<file path="src/rtl/core/bgod_pkg.sv">
package bgod_pkg;

   localparam int MAX_BANDS = 64;
   localparam int BAND_W    = $clog2(MAX_BANDS);

   localparam int ENERGY_W  = 32;
   localparam int GROWTH_W  = 24;
   localparam int GSUM_W    = 30;
   localparam int ESUM_W    = 38;
   localparam int LTHR_W    = 31;
   localparam int HOLD_W    = 8;
   localparam int DECAY_W   = 8;
   localparam int DEB_W     = 16;
   localparam int FRAC_W    = 8;

   // quotient bits produced by the divider; one more than the growth field
   localparam int QUO_W      = GROWTH_W + 1;
   localparam int DIV_STEPS  = QUO_W;
   localparam int DIV_CNT_W  = $clog2(DIV_STEPS);
   localparam int NUM_W      = ENERGY_W + FRAC_W;
   localparam int DVSR_W     = ENERGY_W + 1;
   localparam int MEM_W      = ENERGY_W + HOLD_W;

   localparam logic [GROWTH_W-1:0] GROWTH_MAX = '1;
   localparam logic [GSUM_W-1:0]   GSUM_MAX   = '1;
   localparam logic [ESUM_W-1:0]   ESUM_MAX   = '1;
   localparam logic [QUO_W-1:0]    GROWTH_ONE = QUO_W'(1 << FRAC_W);
   localparam logic [HOLD_W-1:0]   HOLD_MAX   = '1;
   localparam logic [DECAY_W-1:0]  DECAY_MIN  = DECAY_W'(13);
   localparam logic [DECAY_W-1:0]  DECAY_MAX  = DECAY_W'(243);

   localparam int CSR_IDX_W  = 3;
   localparam int CSR_DATA_W = ESUM_W;

   localparam logic [CSR_IDX_W-1:0] CSR_LOW_BAND       = 3'd0;
   localparam logic [CSR_IDX_W-1:0] CSR_HIGH_BAND      = 3'd1;
   localparam logic [CSR_IDX_W-1:0] CSR_LOW_THRESHOLD  = 3'd2;
   localparam logic [CSR_IDX_W-1:0] CSR_HIGH_THRESHOLD = 3'd3;
   localparam logic [CSR_IDX_W-1:0] CSR_MIN_ENERGY     = 3'd4;
   localparam logic [CSR_IDX_W-1:0] CSR_MASK_HOLD      = 3'd5;
   localparam logic [CSR_IDX_W-1:0] CSR_MASK_DECAY     = 3'd6;
   localparam logic [CSR_IDX_W-1:0] CSR_DEBOUNCE       = 3'd7;

   typedef struct packed {
      logic                cmd;
      logic [ENERGY_W-1:0] band_energy;
      logic                last_band;
   } req_type;

   typedef struct packed {
      logic [GROWTH_W-1:0] band_growth;
      logic                frame_done;
      logic [GSUM_W-1:0]   total_growth;
      logic [ESUM_W-1:0]   total_energy;
      logic                attack_start;
      logic                onset_report;
   } rsp_type;

   typedef struct packed {
      logic [BAND_W-1:0]        low_band;
      logic [BAND_W-1:0]        high_band;
      logic signed [LTHR_W-1:0] low_threshold;
      logic [GSUM_W-1:0]        high_threshold;
      logic [ESUM_W-1:0]        min_energy;
      logic [HOLD_W-1:0]        mask_hold_frames;
      logic [DECAY_W-1:0]       mask_decay;
      logic [DEB_W-1:0]         debounce_ticks;
   } cfg_type;

   typedef struct packed {
      logic tick;
      logic capture;
      logic mem_rd;
      logic update;
      logic div_step;
      logic accum;
      logic emit;
   } dp_cmd_type;

   typedef struct packed {
      logic is_tick;
      logic need_div;
      logic out_free;
   } dp_sts_type;

endpackage

</file>
<file path="src/rtl/core/band_growth_onset_detector.sv">
// Band growth onset detector.
// req_*: one transaction per band energy (cmd 0) or per debounce tick (cmd 1).
//   Band energies of a frame arrive in band order; last_band closes the frame.
// rsp_*: one transaction per band energy, none for a tick. On the last band
//   frame_done is set and the frame totals and attack/onset flags are valid;
//   otherwise those fields read zero.
// csr_*: register writes, index 0..7, always ready; write only while idle.
// A tick is taken in the idle state. A band passes the read and update
//   states, the steps of the radix-2 divider when its energy exceeds the band
//   mask and the quotient fits in 25 bits, then the accumulate and emit
//   states. Emit loads the result register and waits while the output stalls;
//   the input takes no new transaction until the block is back in idle.
// Reset: registers return to their defaults, all band masks and hold counts
//   read as zero, sums and the attack state clear. No clearing pass is needed.
// Stall: a result waits in the output register while rsp_ready is low; the
//   block then takes ticks and the next band, and holds that band before
//   loading its result; no tick is taken while a band is held.
module band_growth_onset_detector (
   input  logic                             clock,
   input  logic                             reset,
   input  logic                             req_valid,
   output logic                             req_ready,
   input  bgod_pkg::req_type                req_data,
   output logic                             rsp_valid,
   input  logic                             rsp_ready,
   output bgod_pkg::rsp_type                rsp_data,
   input  logic                             csr_valid,
   output logic                             csr_ready,
   input  logic [bgod_pkg::CSR_IDX_W-1:0]   csr_index,
   input  logic [bgod_pkg::CSR_DATA_W-1:0]  csr_data
);
   import bgod_pkg::*;

   cfg_type    cfg;
   dp_cmd_type cmd;
   dp_sts_type sts;

   bgod_csr u_csr (
      .clock     (clock),
      .reset     (reset),
      .csr_valid (csr_valid),
      .csr_ready (csr_ready),
      .csr_index (csr_index),
      .csr_data  (csr_data),
      .cfg       (cfg)
   );

   bgod_ctrl u_ctrl (
      .clock     (clock),
      .reset     (reset),
      .req_valid (req_valid),
      .req_ready (req_ready),
      .sts       (sts),
      .cmd       (cmd)
   );

   bgod_dp u_dp (
      .clock     (clock),
      .reset     (reset),
      .cfg       (cfg),
      .req_data  (req_data),
      .cmd       (cmd),
      .sts       (sts),
      .rsp_valid (rsp_valid),
      .rsp_ready (rsp_ready),
      .rsp_data  (rsp_data)
   );

endmodule

</file>
<file path="src/rtl/core/bgod_csr.sv">
module bgod_csr (
   input  logic                               clock,
   input  logic                               reset,
   input  logic                               csr_valid,
   output logic                               csr_ready,
   input  logic [bgod_pkg::CSR_IDX_W-1:0]     csr_index,
   input  logic [bgod_pkg::CSR_DATA_W-1:0]    csr_data,
   output bgod_pkg::cfg_type                  cfg
);
   import bgod_pkg::*;

   cfg_type cfg_ff;
   cfg_type cfg_in;

   assign csr_ready = 1'b1;
   assign cfg       = cfg_ff;

   always_comb begin
      cfg_in = cfg_ff;
      if (csr_valid) begin
         unique case (csr_index)
            CSR_LOW_BAND:       cfg_in.low_band         = csr_data[BAND_W-1:0];
            CSR_HIGH_BAND:      cfg_in.high_band        = csr_data[BAND_W-1:0];
            CSR_LOW_THRESHOLD:  cfg_in.low_threshold    = csr_data[LTHR_W-1:0];
            CSR_HIGH_THRESHOLD: cfg_in.high_threshold   = csr_data[GSUM_W-1:0];
            CSR_MIN_ENERGY:     cfg_in.min_energy       = csr_data[ESUM_W-1:0];
            CSR_MASK_HOLD:      cfg_in.mask_hold_frames = csr_data[HOLD_W-1:0];
            CSR_MASK_DECAY:     cfg_in.mask_decay       = csr_data[DECAY_W-1:0];
            CSR_DEBOUNCE:       cfg_in.debounce_ticks   = csr_data[DEB_W-1:0];
            default:            cfg_in = cfg_ff;
         endcase
      end
   end

   always_ff @(posedge clock) begin
      if (reset) begin
         cfg_ff.low_band         <= '0;
         cfg_ff.high_band        <= BAND_W'(MAX_BANDS - 1);
         cfg_ff.low_threshold    <= LTHR_W'(768);
         cfg_ff.high_threshold   <= GSUM_W'(1792);
         cfg_ff.min_energy       <= ESUM_W'(1);
         cfg_ff.mask_hold_frames <= HOLD_W'(4);
         cfg_ff.mask_decay       <= DECAY_W'(179);
         cfg_ff.debounce_ticks   <= DEB_W'(100);
      end else begin
         cfg_ff <= cfg_in;
      end
   end

endmodule

</file>
<file path="src/rtl/core/bgod_ctrl.sv">
module bgod_ctrl (
   input  logic                  clock,
   input  logic                  reset,
   input  logic                  req_valid,
   output logic                  req_ready,
   input  bgod_pkg::dp_sts_type  sts,
   output bgod_pkg::dp_cmd_type  cmd
);
   import bgod_pkg::*;

   localparam logic [2:0] ST_IDLE   = 3'd0;
   localparam logic [2:0] ST_READ   = 3'd1;
   localparam logic [2:0] ST_UPDATE = 3'd2;
   localparam logic [2:0] ST_DIV    = 3'd3;
   localparam logic [2:0] ST_ACCUM  = 3'd4;
   localparam logic [2:0] ST_EMIT   = 3'd5;

   logic [2:0]           state_ff, state_in;
   logic [DIV_CNT_W-1:0] cnt_ff, cnt_in;

   always_comb begin
      state_in  = state_ff;
      cnt_in    = cnt_ff;
      cmd       = '0;
      req_ready = 1'b0;
      unique case (state_ff)
         ST_IDLE: begin
            req_ready = 1'b1;
            if (req_valid) begin
               if (sts.is_tick) begin
                  cmd.tick = 1'b1;
               end else begin
                  cmd.capture = 1'b1;
                  state_in    = ST_READ;
               end
            end
         end
         ST_READ: begin
            cmd.mem_rd = 1'b1;
            state_in   = ST_UPDATE;
         end
         ST_UPDATE: begin
            cmd.update = 1'b1;
            cnt_in     = '0;
            state_in   = sts.need_div ? ST_DIV : ST_ACCUM;
         end
         ST_DIV: begin
            cmd.div_step = 1'b1;
            cnt_in       = cnt_ff + DIV_CNT_W'(1);
            if (cnt_ff == DIV_CNT_W'(DIV_STEPS - 1)) begin
               state_in = ST_ACCUM;
            end
         end
         ST_ACCUM: begin
            cmd.accum = 1'b1;
            state_in  = ST_EMIT;
         end
         ST_EMIT: begin
            // hold until the result register can take the transaction
            if (sts.out_free) begin
               cmd.emit = 1'b1;
               state_in = ST_IDLE;
            end
         end
         default: state_in = ST_IDLE;
      endcase
   end

   always_ff @(posedge clock) begin
      if (reset) begin
         state_ff <= ST_IDLE;
         cnt_ff   <= '0;
      end else begin
         state_ff <= state_in;
         cnt_ff   <= cnt_in;
      end
   end

endmodule

</file>
<file path="src/rtl/core/bgod_dp.sv">
module bgod_dp (
   input  logic                  clock,
   input  logic                  reset,
   input  bgod_pkg::cfg_type     cfg,
   input  bgod_pkg::req_type     req_data,
   input  bgod_pkg::dp_cmd_type  cmd,
   output bgod_pkg::dp_sts_type  sts,
   output logic                  rsp_valid,
   input  logic                  rsp_ready,
   output bgod_pkg::rsp_type     rsp_data
);
   import bgod_pkg::*;

   // band mask and hold count store; entries not yet written read as zero
   logic [MEM_W-1:0]     mem [MAX_BANDS];
   logic [MAX_BANDS-1:0] vld_ff, vld_in;
   logic [MEM_W-1:0]     rd_ff;
   logic                 rd_vld_ff;

   logic [ENERGY_W-1:0]  energy_ff;
   logic                 last_ff;
   logic [BAND_W-1:0]    idx_ff, idx_in;

   logic                 gt_ff;
   logic                 ovf_ff;
   logic [DVSR_W-1:0]    dvsr_ff;
   logic [DVSR_W-1:0]    rem_ff;
   logic [QUO_W-1:0]     num_ff;
   logic [QUO_W-1:0]     quo_ff;
   logic [GROWTH_W-1:0]  growth_ff;

   logic [GSUM_W-1:0]    gsum_ff, gsum_in;
   logic [ESUM_W-1:0]    esum_ff, esum_in;
   logic [GSUM_W-1:0]    prev_ff, prev_in;
   logic                 hit_ff, hit_in;
   logic [DEB_W-1:0]     deb_ff, deb_in;
   logic                 rsp_valid_ff, rsp_valid_in;
   rsp_type              rsp_data_ff;

   logic [ENERGY_W-1:0]  mask_cur;
   logic [HOLD_W-1:0]    hold_cur;
   logic                 gt;
   logic [DVSR_W-1:0]    dvsr;
   logic [NUM_W-1:0]     num_full;
   logic                 ovf;
   logic [DECAY_W-1:0]   decay_c;
   logic [NUM_W-1:0]     prod;
   logic [HOLD_W-1:0]    hold_inc;
   logic [ENERGY_W-1:0]  new_mask;
   logic [HOLD_W-1:0]    new_hold;

   logic [DVSR_W:0]      rem_sh;
   logic [DVSR_W:0]      rem_sub;
   logic                 fits;

   logic [QUO_W-1:0]     q_m;
   logic [GROWTH_W-1:0]  growth;

   logic [BAND_W-1:0]    lo, hi;
   logic                 in_range;
   logic [GSUM_W:0]      gsum_add;
   logic [ESUM_W:0]      esum_add;

   logic                 attack;
   logic                 lt_pos;
   logic                 release_hit;
   logic                 decrease_hit;
   rsp_type              rsp_next;

   // mask lookup and update
   assign mask_cur = rd_vld_ff ? rd_ff[MEM_W-1:HOLD_W] : '0;
   assign hold_cur = rd_vld_ff ? rd_ff[HOLD_W-1:0] : '0;
   assign gt       = energy_ff > mask_cur;
   assign dvsr     = {1'b0, mask_cur} + DVSR_W'(1);
   assign num_full = {energy_ff, FRAC_W'(0)};
   // quotient does not fit in QUO_W bits
   assign ovf      = DVSR_W'(num_full[NUM_W-1:QUO_W]) >= dvsr;

   assign decay_c  = (cfg.mask_decay < DECAY_MIN) ? DECAY_MIN :
                     (cfg.mask_decay > DECAY_MAX) ? DECAY_MAX : cfg.mask_decay;
   assign prod     = NUM_W'(mask_cur) * NUM_W'(decay_c);
   assign hold_inc = (hold_cur == HOLD_MAX) ? HOLD_MAX : hold_cur + HOLD_W'(1);
   assign new_mask = gt ? energy_ff :
                     (hold_inc >= cfg.mask_hold_frames) ? prod[NUM_W-1:FRAC_W] : mask_cur;
   assign new_hold = gt ? '0 : hold_inc;

   // restoring divider, one quotient bit per step
   assign rem_sh  = {rem_ff, num_ff[QUO_W-1]};
   assign fits    = rem_sh >= {1'b0, dvsr_ff};
   assign rem_sub = rem_sh - {1'b0, dvsr_ff};

   assign q_m    = quo_ff - GROWTH_ONE;
   assign growth = !gt_ff ? '0 :
                   (ovf_ff || q_m[QUO_W-1]) ? GROWTH_MAX : q_m[GROWTH_W-1:0];

   // swap a reversed band range
   assign lo       = (cfg.high_band < cfg.low_band) ? cfg.high_band : cfg.low_band;
   assign hi       = (cfg.high_band < cfg.low_band) ? cfg.low_band : cfg.high_band;
   assign in_range = (idx_ff >= lo) && (idx_ff <= hi);
   assign gsum_add = {1'b0, gsum_ff} + (GSUM_W + 1)'(growth);
   assign esum_add = {1'b0, esum_ff} + (ESUM_W + 1)'(energy_ff);

   // attack state machine at the end of a frame
   assign attack       = (esum_ff >= cfg.min_energy) && (gsum_ff > cfg.high_threshold) &&
                         !hit_ff && (deb_ff == '0);
   assign lt_pos       = !cfg.low_threshold[LTHR_W-1] && (cfg.low_threshold != '0);
   assign release_hit  = hit_ff && lt_pos && (gsum_ff < cfg.low_threshold[GSUM_W-1:0]);
   assign decrease_hit = hit_ff && cfg.low_threshold[LTHR_W-1] && (gsum_ff < prev_ff);

   always_comb begin
      rsp_next              = '0;
      rsp_next.band_growth  = growth_ff;
      rsp_next.frame_done   = last_ff;
      if (last_ff) begin
         rsp_next.total_growth = gsum_ff;
         rsp_next.total_energy = esum_ff;
         rsp_next.attack_start = attack;
         rsp_next.onset_report = !attack && (release_hit || decrease_hit);
      end
   end

   always_comb begin
      vld_in       = vld_ff;
      idx_in       = idx_ff;
      gsum_in      = gsum_ff;
      esum_in      = esum_ff;
      prev_in      = prev_ff;
      hit_in       = hit_ff;
      deb_in       = deb_ff;
      rsp_valid_in = rsp_valid_ff;
      if (rsp_ready) begin
         rsp_valid_in = 1'b0;
      end
      if (cmd.tick && (deb_ff != '0)) begin
         deb_in = deb_ff - DEB_W'(1);
      end
      if (cmd.update) begin
         vld_in[idx_ff] = 1'b1;
      end
      if (cmd.accum) begin
         if (in_range) begin
            gsum_in = gsum_add[GSUM_W] ? GSUM_MAX : gsum_add[GSUM_W-1:0];
         end
         esum_in = esum_add[ESUM_W] ? ESUM_MAX : esum_add[ESUM_W-1:0];
      end
      if (cmd.emit) begin
         rsp_valid_in = 1'b1;
         if (last_ff) begin
            if (attack) begin
               hit_in = 1'b1;
               deb_in = cfg.debounce_ticks;
            end else if (release_hit || decrease_hit) begin
               hit_in = 1'b0;
            end
            prev_in = gsum_ff;
            gsum_in = '0;
            esum_in = '0;
            idx_in  = '0;
         end else begin
            idx_in = (idx_ff == BAND_W'(MAX_BANDS - 1)) ? '0 : idx_ff + BAND_W'(1);
         end
      end
   end

   always_ff @(posedge clock) begin
      if (reset) begin
         vld_ff       <= '0;
         idx_ff       <= '0;
         gsum_ff      <= '0;
         esum_ff      <= '0;
         prev_ff      <= '0;
         hit_ff       <= 1'b0;
         deb_ff       <= '0;
         rsp_valid_ff <= 1'b0;
      end else begin
         vld_ff       <= vld_in;
         idx_ff       <= idx_in;
         gsum_ff      <= gsum_in;
         esum_ff      <= esum_in;
         prev_ff      <= prev_in;
         hit_ff       <= hit_in;
         deb_ff       <= deb_in;
         rsp_valid_ff <= rsp_valid_in;
      end
   end

   always_ff @(posedge clock) begin
      if (cmd.update) begin
         mem[idx_ff] <= {new_mask, new_hold};
      end
      if (cmd.mem_rd) begin
         rd_ff     <= mem[idx_ff];
         rd_vld_ff <= vld_ff[idx_ff];
      end
   end

   always_ff @(posedge clock) begin
      if (cmd.capture) begin
         energy_ff <= req_data.band_energy;
         last_ff   <= req_data.last_band;
      end
      if (cmd.update) begin
         gt_ff   <= gt;
         ovf_ff  <= ovf;
         dvsr_ff <= dvsr;
         rem_ff  <= DVSR_W'(num_full[NUM_W-1:QUO_W]);
         num_ff  <= num_full[QUO_W-1:0];
         quo_ff  <= '0;
      end
      if (cmd.div_step) begin
         rem_ff <= fits ? rem_sub[DVSR_W-1:0] : rem_sh[DVSR_W-1:0];
         num_ff <= {num_ff[QUO_W-2:0], 1'b0};
         quo_ff <= {quo_ff[QUO_W-2:0], fits};
      end
      if (cmd.accum) begin
         growth_ff <= growth;
      end
      if (cmd.emit) begin
         rsp_data_ff <= rsp_next;
      end
   end

   assign sts.is_tick  = req_data.cmd;
   assign sts.need_div = gt && !ovf;
   assign sts.out_free = !rsp_valid_ff || rsp_ready;

   assign rsp_valid = rsp_valid_ff;
   assign rsp_data  = rsp_data_ff;

endmodule

</file>
<file path="config.mk">
export PLATFORM = sky130hd
export DESIGN_NAME = band_growth_onset_detector
export DESIGN_NICKNAME = d
export VERILOG_FILES = /design/src/rtl/core/bgod_pkg.sv /design/src/rtl/core/band_growth_onset_detector.sv /design/src/rtl/core/bgod_csr.sv /design/src/rtl/core/bgod_ctrl.sv /design/src/rtl/core/bgod_dp.sv
export SDC_FILE = /design/constraint.sdc
export NUM_CORES = 2
export LEC_CHECK = 0
export BUFFER_PORTS_ARGS = -buffer_cell sky130_fd_sc_hd__buf_4
export CAP_MARGIN = 20
export CELL_PAD_IN_SITES_DETAIL_PLACEMENT = 1
export CELL_PAD_IN_SITES_GLOBAL_PLACEMENT = 1
export CORE_UTILIZATION = 48
export CTS_CLUSTER_DIAMETER = 150
export DETAILED_ROUTE_END_ITERATION = 8
export HOLD_SLACK_MARGIN = 0.02
export PLACE_DENSITY = 0.76
export SLEW_MARGIN = 20
export SYNTH_ARGS = -nofsm -noshare
export SYNTH_HDL_FRONTEND = slang
export SYNTH_SLANG_ARGS = --single-unit
</file>
<file path="constraint.sdc">
create_clock -name clock -period 11.1 [get_ports clock]
set_input_delay 3.33 -clock clock [delete_from_list [all_inputs] [get_ports clock]]
set_output_delay 3.33 -clock clock [all_outputs]
set_load 0.02 [all_outputs]
</file>
==> reports/qor.yml <==
status: "finished clean"
routed_wl_mm: 482
ys_warn_count: 0
p_leak_uw: 0.0515
grt_pass1_wl_mm: 681
max-clock-path-buffers: 4
synthTopCellsByArea: "edfxtp_1 (64%), a22oi_1 (5.2%), dfxtp_1 (5.0%)"
cp_max_fo: 64
port_buffers: 176
fin_ws_ps: 2140
io_pins: 178
post-route-min-period_ps: 8960
ctsHoldBuffers: 0
finalSetupViolCount: 0
ant_nets: 0
hold_viol: 0
synth_top_flop_cell: "edfxtp_1"
yosysTopAreaCell: "edfxtp_1"
tightest_slew_ps: 1310
async_flop_share: 0
cts_tree: "done"
hp-class: "flop to flop"
num_rows: 193
via_per_inst: 6.79
path_class: "flop to flop"
die_h_um: 530
layout.nets: 10255
post-place-ws_ps: 2380
track_usage: 0.337
cts_resized: 0
synth_area_per_cell_um2: 14.2
slew_headroom: 0.129
cts_sinks: 3200
numCtsBuffers: 333
grt-ovfl-total: 0
cts_htree_levels: 5
die_x_um: 530
regArea_um2: 92700
start_util: 0.484
placed_cells: 13000
synthesis.area_um2: 134000
num_vias: 92598
critPathCaptureType: "flop"
clkLatencyLatePin_ps: 990
layout.cells.non_filler: 13632
timing.fmax_ghz: 0.112
fillerInstances: 26548
rsz0062_at_grt: "no"
first_iter_violations: 13185
drive_above_1_share: 0.113
first_global_vias: 95255
critPathArrivalTime_ps: 9510
vdd_drop_max_v: 0.000130
synth-edff-count: 2863
postPlaceCellArea_um2: 141000
ys_ff_latch: 3200
firstDrtPassIters: 6
clock-root-buffer: "clkbuf_16"
synthTopCellsByCount: "edfxtp_1 (2,863), a22oi_1 (930), nand2_1 (610)"
die_area_um2: 281000
finalSetupTns_ps: 0
fin_area_um2: 152000
maxCapViolations: 0
core_area_um2: 277000
period_share: 0.807
cts_setup_buffers: 0
synth.yosys.seq_area_share: 0.692
antenna_found_initial: 22
syn-num-nets: 10043
multiInputGateArea_um2: 38500
clkSlewWorstSetupHoldPaths_ps: 60
maxSlewViolCount: 0
synthToLayoutAreaGrowth_pct: 13.4
cp-start-kind: "flop"
netlist_instances: 9430
grt_max_degree: 183
cp.required_ps: 11650
hpwl_mm: 274
synth_top_area_share: 0.642
yosysMostFrequentCell: "edfxtp_1"
post_drt_wl_per_cell_um: 35.3
ys_types: 94
finClkSkew_ps: 112
power_density_nw_per_um2: 191
drcViolationCount: 0
place.gp.congestion: 0.890
registers in the layout, indices dropped and copies added, names as in the netlist, 32 cells and up:
name and flops:
u_dp.energy_ff 32, u_dp.rd_ff 40, u_dp.rem_ff 33, u_dp.esum_ff 38, u_dp.mem 2560, u_dp.vld_ff 64
u_csr.cfg 143, u_dp.dvsr_ff 33, u_dp.rsp_data 95
power breakdown:
group	switching, µW	internal (µW)	total (µW)
Combinational	2440	944	3380
Sequential	122	14100	14200
Clock	4960	6390	11300
cell usage in the layout, fill, tap and decap left out, drive strengths merged, types with 229 or more instances in the layout:
| master | instances |
|---|---|
| edfxtp | 2863 |
| a22oi | 930 |
| nand2 | 615 |
| a21oi | 503 |
| nor2 | 471 |
| inv | 451 |
| buf | 428 |
| clkbuf | 413 |
| ha | 351 |
| dfxtp | 337 |
| a31oi | 229 |
area by class of cell:
class	count	share of cell area
sequential	3200	0.610
timing repair buffer	429	0.0236
clock buffer	412	0.0583
tap	3705	0.0305
clock inverter	195	0.0130
antenna	13	0.000214
inverter	434	0.0107
multi-input combinational	5244	0.253
final timing paths:
check	startpoint	to	slack (ps)	cells after the start
worst max-delay path	u_csr.cfg[23]	u_dp.mem[16][37]	2140	22
worst min-delay path	u_dp.growth_ff[23]	u_dp.rsp_data[94]	420	0
worst max register to register	u_csr.cfg[23]	u_dp.mem[16][37]	2140	22
worst min register to register	u_dp.growth_ff[23]	u_dp.rsp_data[94]	420	0
kinds of logic (layout without fill, tap and decap cells):
kind of cell / count (synthesis) / after routing / share of synthesized area
muxes: 38 / 38 / 0.00292
other: 1 / 14 / 0.0000280
adders and majority gates: 533 / 533 / 0.0600
buffers and inverters: 986 / 1470 / 0.0279
and+or+nand+nor: 1914 / 1914 / 0.0691
DFF: 3200 / 3200 / 0.692
xor gates and xnor gates: 161 / 161 / 0.0105
AOI/OAI and AO/OA: 2597 / 2597 / 0.137
stage by stage:
| stage | util | hold slack (ps) | power [µW] |
|---|---|---|---|
| 5_1_grt | 0.548 | 422 | 29600 |
| 6_report | 0.548 | 416 | 29000 |
| 3_3_place_gp | 0.508 | 406 | 17600 |
| 3_5_place_dp | 0.508 | 407 | 17800 |
| 4_1_cts | 0.547 | 418 | 28900 |
| 2_1_floorplan | - | 400 | 16500 |
per-layer routing:
layer | GRT usage | share of wire | wire length (µm)
met1 | 0.419 | 0.36 | 172000
met2 | 0.542 | 0.46 | 222000
met3 | 0.0837 | 0.12 | 57200
met4 | 0.188 | 0.063 | 30500
met5 | 0 | 0.00013 | 61
worst max-delay path, stage by stage (launching register included):
cell and delay [ps]:
dfxtp_1 310, buf_4 420, nand4_1 270, a21oi_2 710
buf_4 430, nor2_1 110, fa_1 510, fa_1 450
fa_1 580, inv_1 70, fa_1 530, inv_1 40
ha_1 350, a21oi_1 180, o21ai_0 180, or2_2 310
a311o_1 420, a21o_1 270, a31oi_1 390, o31ai_2 190
xnor2_1 160, o21ai_0 650, mux2_2 1020
Power figures use the tool's default switching activity.
